[src/sv/mfd_pkg.sv]
// Package for the motor feedback frame decoder: slot table, codes and shared types.
`default_nettype none

package mfd_pkg;

	localparam int NUM_SLOTS = 10;
	localparam int SLOT_BITS = 4;
	localparam int ID_BITS   = 11;

	typedef logic [SLOT_BITS-1:0] slot_t;
	typedef logic [ID_BITS-1:0]   frame_id_t;

	// Slots that keep a turn counter
	localparam slot_t SLOT_TURN0 = 4'd4;
	localparam slot_t SLOT_TURN1 = 4'd9;
	localparam slot_t SLOT_LAST  = 4'(NUM_SLOTS - 1);

	// Fixed slot table: bus and standard identifier per slot
	localparam logic [NUM_SLOTS-1:0] SLOT_BUS = 10'b1111_000000;
	localparam frame_id_t SLOT_ID [NUM_SLOTS] = '{
		11'h201, 11'h202, 11'h203, 11'h204, 11'h205,
		11'h208, 11'h206, 11'h205, 11'h206, 11'h207
	};

	// Result of matching one frame against the table
	typedef struct packed {
		logic  hit;
		logic  dual;
		slot_t first_slot;
		slot_t second_slot;
	} match_t;

endpackage

`default_nettype wire

[src/sv/mfd_match.sv]
// Slot table lookup: finds the first and second slot matching a frame's bus and identifier.
`default_nettype none

module mfd_match
	import mfd_pkg::*;
(
	input  wire logic      bus,
	input  wire frame_id_t frame_id,
	output match_t         match
);

	logic [NUM_SLOTS-1:0] hits;
	slot_t                first_slot;
	slot_t                second_slot;

	always_comb begin
		for (int i = 0; i < NUM_SLOTS; i++) begin
			hits[i] = (SLOT_BUS[i] == bus) && (SLOT_ID[i] == frame_id);
		end
	end

	// lowest matching index reports first, highest second
	always_comb begin
		first_slot  = '0;
		second_slot = '0;
		for (int i = NUM_SLOTS - 1; i >= 0; i--) begin
			if (hits[i]) begin
				first_slot = SLOT_BITS'(i);
			end
		end
		for (int i = 0; i < NUM_SLOTS; i++) begin
			if (hits[i]) begin
				second_slot = SLOT_BITS'(i);
			end
		end
	end

	assign match.hit         = |hits;
	assign match.dual        = $countones(hits) > 1;
	assign match.first_slot  = first_slot;
	assign match.second_slot = second_slot;

endmodule

`default_nettype wire

[src/sv/motor_feedback_frame_decoder_core.sv]
// Top level of the motor feedback frame decoder with multi-turn position unwrap.
//
// Usage:
//   Frame channel (frame_valid/frame_ready) takes one received frame: bus, identifier
//   and seven payload bytes. Result channel (result_valid/result_ready) gives one
//   request per matching motor slot, with 'last' set on the final one of a frame.
//   A frame matching no slot is taken and gives no request.
//   Order: the frame register takes a frame, and the result register then loads
//   from it when the result side is free. A frame matching one slot gives one result;
//   the bus 1 identifier 0x206 matches two slots and gives two results, slot 6 first.
//   Sustained rate: one result per cycle while the result side is ready, set by the
//   single result path that reads and writes the per-slot position and turn state.
//   Stall: when result_ready is low the result register holds, the frame register
//   holds, and frame_ready drops once the frame register is occupied.
//   Reset (arst_n low): previous positions and turn counters clear to zero and
//   both channels empty.
`default_nettype none

module motor_feedback_frame_decoder_core
	import mfd_pkg::*;
#(
	parameter int COUNTS_PER_TURN = 8192,
	parameter int TURN_BITS       = 16
) (
	input  wire logic               clk,
	input  wire logic               arst_n,

	input  wire logic               frame_valid,
	output logic                    frame_ready,
	input  wire logic               bus,
	input  wire logic [10:0]        frame_id,
	input  wire logic [7:0]         byte_zero,
	input  wire logic [7:0]         byte_one,
	input  wire logic [7:0]         byte_two,
	input  wire logic [7:0]         byte_three,
	input  wire logic [7:0]         byte_four,
	input  wire logic [7:0]         byte_five,
	input  wire logic [7:0]         byte_six,

	output logic                    result_valid,
	input  wire logic               result_ready,
	output logic [3:0]              slot,
	output logic [15:0]             position,
	output logic signed [16:0]      delta,
	output logic [15:0]             speed_raw,
	output logic [15:0]             current_raw,
	output logic [7:0]              temperature,
	output logic signed [16:0]      signed_angle,
	output logic signed [15:0]      turns,
	output logic signed [31:0]      continuous_position,
	output logic                    last
);

	localparam logic signed [17:0] HALF_TURN  = 18'(COUNTS_PER_TURN / 2);
	localparam logic signed [17:0] FULL_TURN  = 18'(COUNTS_PER_TURN);
	localparam logic signed [31:0] TURN_SCALE = 32'(COUNTS_PER_TURN);

	// Frame register
	logic        valid_s1;
	logic        dual_s1;
	slot_t       slot_s1;
	slot_t       second_s1;
	logic [15:0] pos_s1;
	logic [15:0] spd_s1;
	logic [15:0] cur_s1;
	logic [7:0]  tmp_s1;

	// Per-slot state
	logic [15:0]          prev_pos_q [NUM_SLOTS];
	logic [TURN_BITS-1:0] turn_q     [2];

	match_t match;

	mfd_match u_match (
		.bus      (bus),
		.frame_id (frame_id),
		.match    (match)
	);

	// Handshake control
	logic out_free;
	logic emit;
	logic frame_accept;

	assign out_free     = !result_valid || result_ready;
	assign emit         = valid_s1 && out_free;
	assign frame_ready  = !valid_s1 || (emit && !dual_s1);
	assign frame_accept = frame_valid && frame_ready;

	always_ff @(posedge clk or negedge arst_n) begin
		if (!arst_n) begin
			valid_s1 <= 1'b0;
			dual_s1  <= 1'b0;
		end else if (frame_accept) begin
			valid_s1 <= match.hit;
			dual_s1  <= match.dual;
		end else if (emit) begin
			// advance to the second slot of a double match, else drop the frame
			if (dual_s1) begin
				dual_s1 <= 1'b0;
			end else begin
				valid_s1 <= 1'b0;
			end
		end
	end

	always_ff @(posedge clk) begin
		if (frame_accept) begin
			slot_s1   <= match.first_slot;
			second_s1 <= match.second_slot;
			pos_s1    <= {byte_zero, byte_one};
			spd_s1    <= {byte_two, byte_three};
			cur_s1    <= {byte_four, byte_five};
			tmp_s1    <= byte_six;
		end else if (emit && dual_s1) begin
			slot_s1 <= second_s1;
		end
	end

	// Result computation for the slot held in the frame register
	logic                        is_t0;
	logic                        is_t1;
	logic [15:0]                 prev_pos;
	logic signed [16:0]          delta_c;
	logic signed [17:0]          delta_x;
	logic signed [17:0]          pos_x;
	logic signed [17:0]          angle_x;
	logic [TURN_BITS-1:0]        turn_old;
	logic signed [TURN_BITS-1:0] turn_new;
	logic signed [31:0]          turn_ext;
	logic signed [31:0]          cont_c;

	assign is_t0    = slot_s1 == SLOT_TURN0;
	assign is_t1    = slot_s1 == SLOT_TURN1;
	assign prev_pos = prev_pos_q[slot_s1];
	assign delta_c  = 17'({1'b0, pos_s1}) - 17'({1'b0, prev_pos});
	assign delta_x  = 18'(delta_c);
	assign pos_x    = 18'({2'b00, pos_s1});
	assign angle_x  = (pos_x > HALF_TURN) ? (pos_x - FULL_TURN) : pos_x;
	assign turn_old = is_t1 ? turn_q[1] : turn_q[0];

	// step the turn count when the position jumps across the wrap point
	always_comb begin
		priority if (delta_x < -HALF_TURN) begin
			turn_new = turn_old + TURN_BITS'(1);
		end else if (delta_x > HALF_TURN) begin
			turn_new = turn_old - TURN_BITS'(1);
		end else begin
			turn_new = turn_old;
		end
	end

	assign turn_ext = 32'(turn_new);
	assign cont_c   = 32'({16'h0000, pos_s1}) + turn_ext * TURN_SCALE;

	always_ff @(posedge clk or negedge arst_n) begin
		if (!arst_n) begin
			for (int i = 0; i < NUM_SLOTS; i++) begin
				prev_pos_q[i] <= '0;
			end
			turn_q[0] <= '0;
			turn_q[1] <= '0;
		end else if (emit) begin
			prev_pos_q[slot_s1] <= pos_s1;
			if (is_t0) begin
				turn_q[0] <= turn_new;
			end
			if (is_t1) begin
				turn_q[1] <= turn_new;
			end
		end
	end

	// Result register
	always_ff @(posedge clk or negedge arst_n) begin
		if (!arst_n) begin
			result_valid <= 1'b0;
		end else if (out_free) begin
			result_valid <= valid_s1;
		end
	end

	always_ff @(posedge clk) begin
		if (emit) begin
			slot         <= slot_s1;
			position     <= pos_s1;
			delta        <= delta_c;
			speed_raw    <= spd_s1;
			current_raw  <= cur_s1;
			temperature  <= tmp_s1;
			signed_angle <= angle_x[16:0];
			last         <= !dual_s1;
			if (is_t0 || is_t1) begin
				turns               <= turn_ext[15:0];
				continuous_position <= cont_c;
			end else begin
				turns               <= '0;
				continuous_position <= 32'({16'h0000, pos_s1});
			end
		end
	end

	// Assertions
	a_dual_blocks_frame: assert property (@(posedge clk) disable iff (!arst_n)
		valid_s1 && dual_s1 |-> !frame_ready)
		else $error("frame taken while a double match is still pending");

	a_dual_second: assert property (@(posedge clk) disable iff (!arst_n)
		emit && dual_s1 |=> valid_s1 && !dual_s1)
		else $error("second slot of a double match lost");

	a_slot_range: assert property (@(posedge clk) disable iff (!arst_n)
		result_valid |-> slot <= SLOT_LAST)
		else $error("result slot out of table range");

	a_turns_zero: assert property (@(posedge clk) disable iff (!arst_n)
		result_valid && slot != SLOT_TURN0 && slot != SLOT_TURN1 |-> turns == '0)
		else $error("turn count on a slot that does not unwrap");

endmodule

`default_nettype wire

[config.mk]
export PLATFORM = sky130hd
export DESIGN_NAME = motor_feedback_frame_decoder_core
export DESIGN_NICKNAME = d
export VERILOG_FILES = /design/src/sv/mfd_pkg.sv /design/src/sv/mfd_match.sv /design/src/sv/motor_feedback_frame_decoder_core.sv
export SDC_FILE = /design/constraint.sdc
export NUM_CORES = 1
export LEC_CHECK = 0
export BUFFER_PORTS_ARGS = -buffer_cell sky130_fd_sc_hd__buf_2
export CORE_MARGIN = 2
export CORE_UTILIZATION = 50
export CTS_CLUSTER_SIZE = 40
export DETAILED_ROUTE_END_ITERATION = 6
export PLACE_DENSITY = 0.69
export REMOVE_ABC_BUFFERS = 1
export SETUP_SLACK_MARGIN = 0.05
export SYNTH_ARGS = -nofsm -noshare
export SYNTH_HDL_FRONTEND = slang
export SYNTH_SLANG_ARGS = --single-unit
[constraint.sdc]
create_clock -name clk -period 15.4 [get_ports clk]
set_clock_uncertainty 0.1 [all_clocks]
set_input_delay 1.54 -clock clk [delete_from_list [all_inputs] [get_ports clk]]
set_output_delay 1.54 -clock clk [all_outputs]
set_load 0.005 [all_outputs]
==> impl_metrics.ini <==
[outcome]
outcome = complete, no violations

[cells_and_area]
nets = 1587
multiInputGateArea_um2 = 6230
final_layout_size_suffix_gt1_share_pct = 32.5
fill_cells = 2710
register_area_um2 = 10300
area_growth_pct = 16.1
postLayoutCellArea_um2 = 19800
diodes = 0
fin_cells = 1951

[global_routing]
grt_start_max_net_pins = 129
grt_pass1_wl_um = 59200
overflow = 0
antenna_found_initial = 0
grt_use_total_pct = 20.9
grt_pass1_vias = 11022

[route]
vias = 10811
wire_per_inst_um = 18.8
ant_nets = 0
wl_um = 36700
drc = 0
drt_pass1_iterations = 5
vias_per_cell = 5.54
drt_iter0_drc = 683

[clock_network]
root_buffer = clkbuf_16
path_clk_slew_ps = 60
htree_levels = 2
cts.sinks = 374
cts_hold_buffers = 0
post_cts_buffers = 0
cts_tree = built
numCtsBuffers = 40
clock_insertion_delay_worst_skew_ps = 530
clockBufferDepth = 3
ctsResizeCount = 0

[floorplanning]
initial_core_util_pct = 50.8
core_um2 = 33500
die_area_um2 = 35600
dieHeight_um = 189
num_io_pins = 217
fp-row-count = 67
die_w_um = 189

[worst_setup_path]
arrival_ps = 7640
slowest_delay_ps = 650
end_kind = register
cp.buffers_inverters = 3
path_cells = buf_4 > nor4bb_4 > buf_4 > a22oi_1 > o21a_1 > ha_1 > nand2b_2 > a21boi_1 > or3_1 > a2111oi_2 > or4b_1 > o41a_1 > o21a_1 > nor2_1 > a221o_1 > inv_1 > ha_1 > a21o_1 > a21oi_1 > o21bai_1 > or4_1 > nor4_4 > mux2_1
start_kind = register
crit_type = reg2reg
crit_family = simple AND/OR/NAND/NOR gates
crit_path_max_fanout = 44
r2r_slack_ps = 7920
slowest_stage = buf_4
required_ps = 15570

[logic_synthesis]
ys_ff_latch = 374
synth_seq_area_share_pct = 60.1
postSynthAreaPerCell_um2 = 13.2
yosysUniqueCellTypes = 84
yosys_warnings = 0
ys_top_cells_by_area = edfxtp_1, dfrtp_1, mux2_2
syn_inst = 1287
netlist_area_um2 = 17100
synth_edf_count = 179
netlist.area_leader.share_pct = 31.5
async_flop_share_pct = 52.1
synth_top_cell_by_area = edfxtp_1
ys.flop_type = dfrtp_1

[place]
io_buffer_count = 216
gp_congestion = 0.888
dpl.cell_count = 1877
dpl_cell_area_um2 = 18400
dpl.hpwl_um = 24200

[job]
drv_cap = 0

[sta]
final-setup-viol-count = 0
fin_crit_sh_pct = 48.5
hold_violations = 0
whs_ps = 313
final-max-slew-violation-count = 0
fin_crit_ps = 7480
worst_pin_slew_ps = 1300
rsz0062_at_grt = no
max_freq_mhz = 134
final.setup.tns_ps = 0
maxSlewHeadroom_pct = 13.3

[power]
p_per_area_nw_per_um2 = 112
p_leak_nw = 8.57
vdd_drop_max_mv = 0.0844

[worst_hold_path]
hold_class = reg2reg
## worst paths after layout
check / startpoint / endpoint / cells after the start
worst max-delay path: slot_s1[0] / continuous_position[26] / 23
worst min-delay path: spd_s1[9] / speed_raw[9] / 0
worst max register to register: slot_s1[0] / continuous_position[26] / 23
worst min register to register: spd_s1[9] / speed_raw[9] / 0
max in group asynchronous: arst_n / turn_q[19] / 2
min in group asynchronous: arst_n / prev_pos_q[138] / 1
## cells in the final DEF (no fill, tap or decap), drive strengths merged, types with 4 or more instances in the layout
cell type | netlist | layout
a21oi | 37 | 37
and2 | 7 | 7
clkbuf | 52 | 51
nand2 | 120 | 120
clkinv | 0 | 15
clkinvlp | 0 | 4
nor2 | 91 | 91
ha | 36 | 36
a221oi | 16 | 16
or3 | 8 | 8
or4 | 4 | 4
or2 | 6 | 6
a22oi | 4 | 4
nand3b | 8 | 8
mux2i | 35 | 35
o21a | 8 | 8
nor4 | 10 | 10
buf | 40 | 233
nand2b | 8 | 8
bufinv | 0 | 4
nor3 | 21 | 21
o21ai | 65 | 65
fa | 8 | 8
xnor2 | 18 | 18
xor2 | 11 | 11
and3 | 7 | 7
nor3b | 6 | 6
edfxtp | 179 | 179
nor2b | 6 | 6
mux2 | 132 | 132
nand3 | 11 | 11
o211ai | 5 | 5
a21o | 8 | 8
a2111oi | 4 | 4
dfrtp | 195 | 195
inv | 44 | 45
mux4 | 32 | 32
## worst register-to-register path, delay by kind of cell (launching register included)
family	cells	cell delay, ps
AND/OR/NAND/NOR	7	2340
AO/OA/AOI/OAI	10	2250
buffers and inverters	3	1280
adder cells (fa/ha/maj)	2	570
multiplexers	1	340
flip-flops	1	320
## sequential cells by signal (all words and copies together), names as in the netlist, 4 cells and up
signal	flops
slot_s1	4
spd_s1	16
delta	17
prev_pos_q	160
pos_s1	16
current_raw	16
cur_s1	16
tmp_s1	8
second_s1	4
continuous_position	17
position	16
temperature	8
turn_q	32
speed_raw	16
slot	4
turns	16
signed_angle	4
## final cells by class
class / instances / area share, %
sequential: 374 / 51.8
multi-input combinational: 777 / 31.5
timing repair buffer: 234 / 6.19
clock buffer: 50 / 5.61
tap: 448 / 2.83
clock inverter: 24 / 1.26
inverter: 44 / 0.847
## power breakdown
part | internal [W] | leakage (nW) | total [W] | switching (W)
clock network | 0.000583 | 0.655 | 0.000974 | 0.000391
registers | 0.00107 | 4.33 | 0.00108 | 0.0000154
logic | 0.0000606 | 3.58 | 0.000168 | 0.000108
## through the flow
step / total power [W] / util, % / setup slack [ps]
after floorplan: 0.00121 / - / 4150
after global placement: 0.00127 / 55.0 / 8140
after detailed placement: 0.00127 / 55.0 / 7950
after CTS: 0.00225 / 59.0 / 7890
after global routing: 0.00231 / 59.0 / 7410
final: 0.00223 / 59.0 / 7920
## synth_stat cells, types with 7 or more instances
cell / number
a21o_1: 8
a21oi_1: 36
a221oi_1: 16
and3_1: 7
buf_1: 7
buf_4: 28
clkbuf_1: 52
dfrtp_1: 195
edfxtp_1: 179
fa_1: 8
ha_1: 36
inv_1: 44
mux2_2: 131
mux2i_1: 35
mux4_2: 32
nand2_1: 120
nand2b_1: 7
nand3_1: 11
nand3b_1: 8
nor2_1: 90
nor3_1: 20
nor4_1: 7
o21a_1: 8
o21ai_0: 63
or3_1: 8
xnor2_1: 18
xor2_1: 11
## cell families (layout without fill, tap and decap cells)
| kind of cell | count (synthesis) | in the layout | synth area share, % |
|---|---|---|---|
| adders and majority gates | 44 | 44 | 3.58 |
| DFF | 374 | 374 | 60.1 |
| buffers and inverters | 136 | 352 | 3.68 |
| and+or+nand+nor | 324 | 324 | 9.10 |
| muxes | 199 | 199 | 15.0 |
| AOI/OAI and AO/OA | 181 | 181 | 7.00 |
| xor gates and xnor gates | 29 | 29 | 1.49 |
## metal layers
layer	global-route usage (%)	up-vias	wire (um)
li1	-	5046	-
met1	28.4	5406	16100
met2	36.1	312	18400
met3	2.72	47	1570
met4	4.57	0	576
met5	0	-	0
No activity file was read; power rests on OpenSTA's default activity.
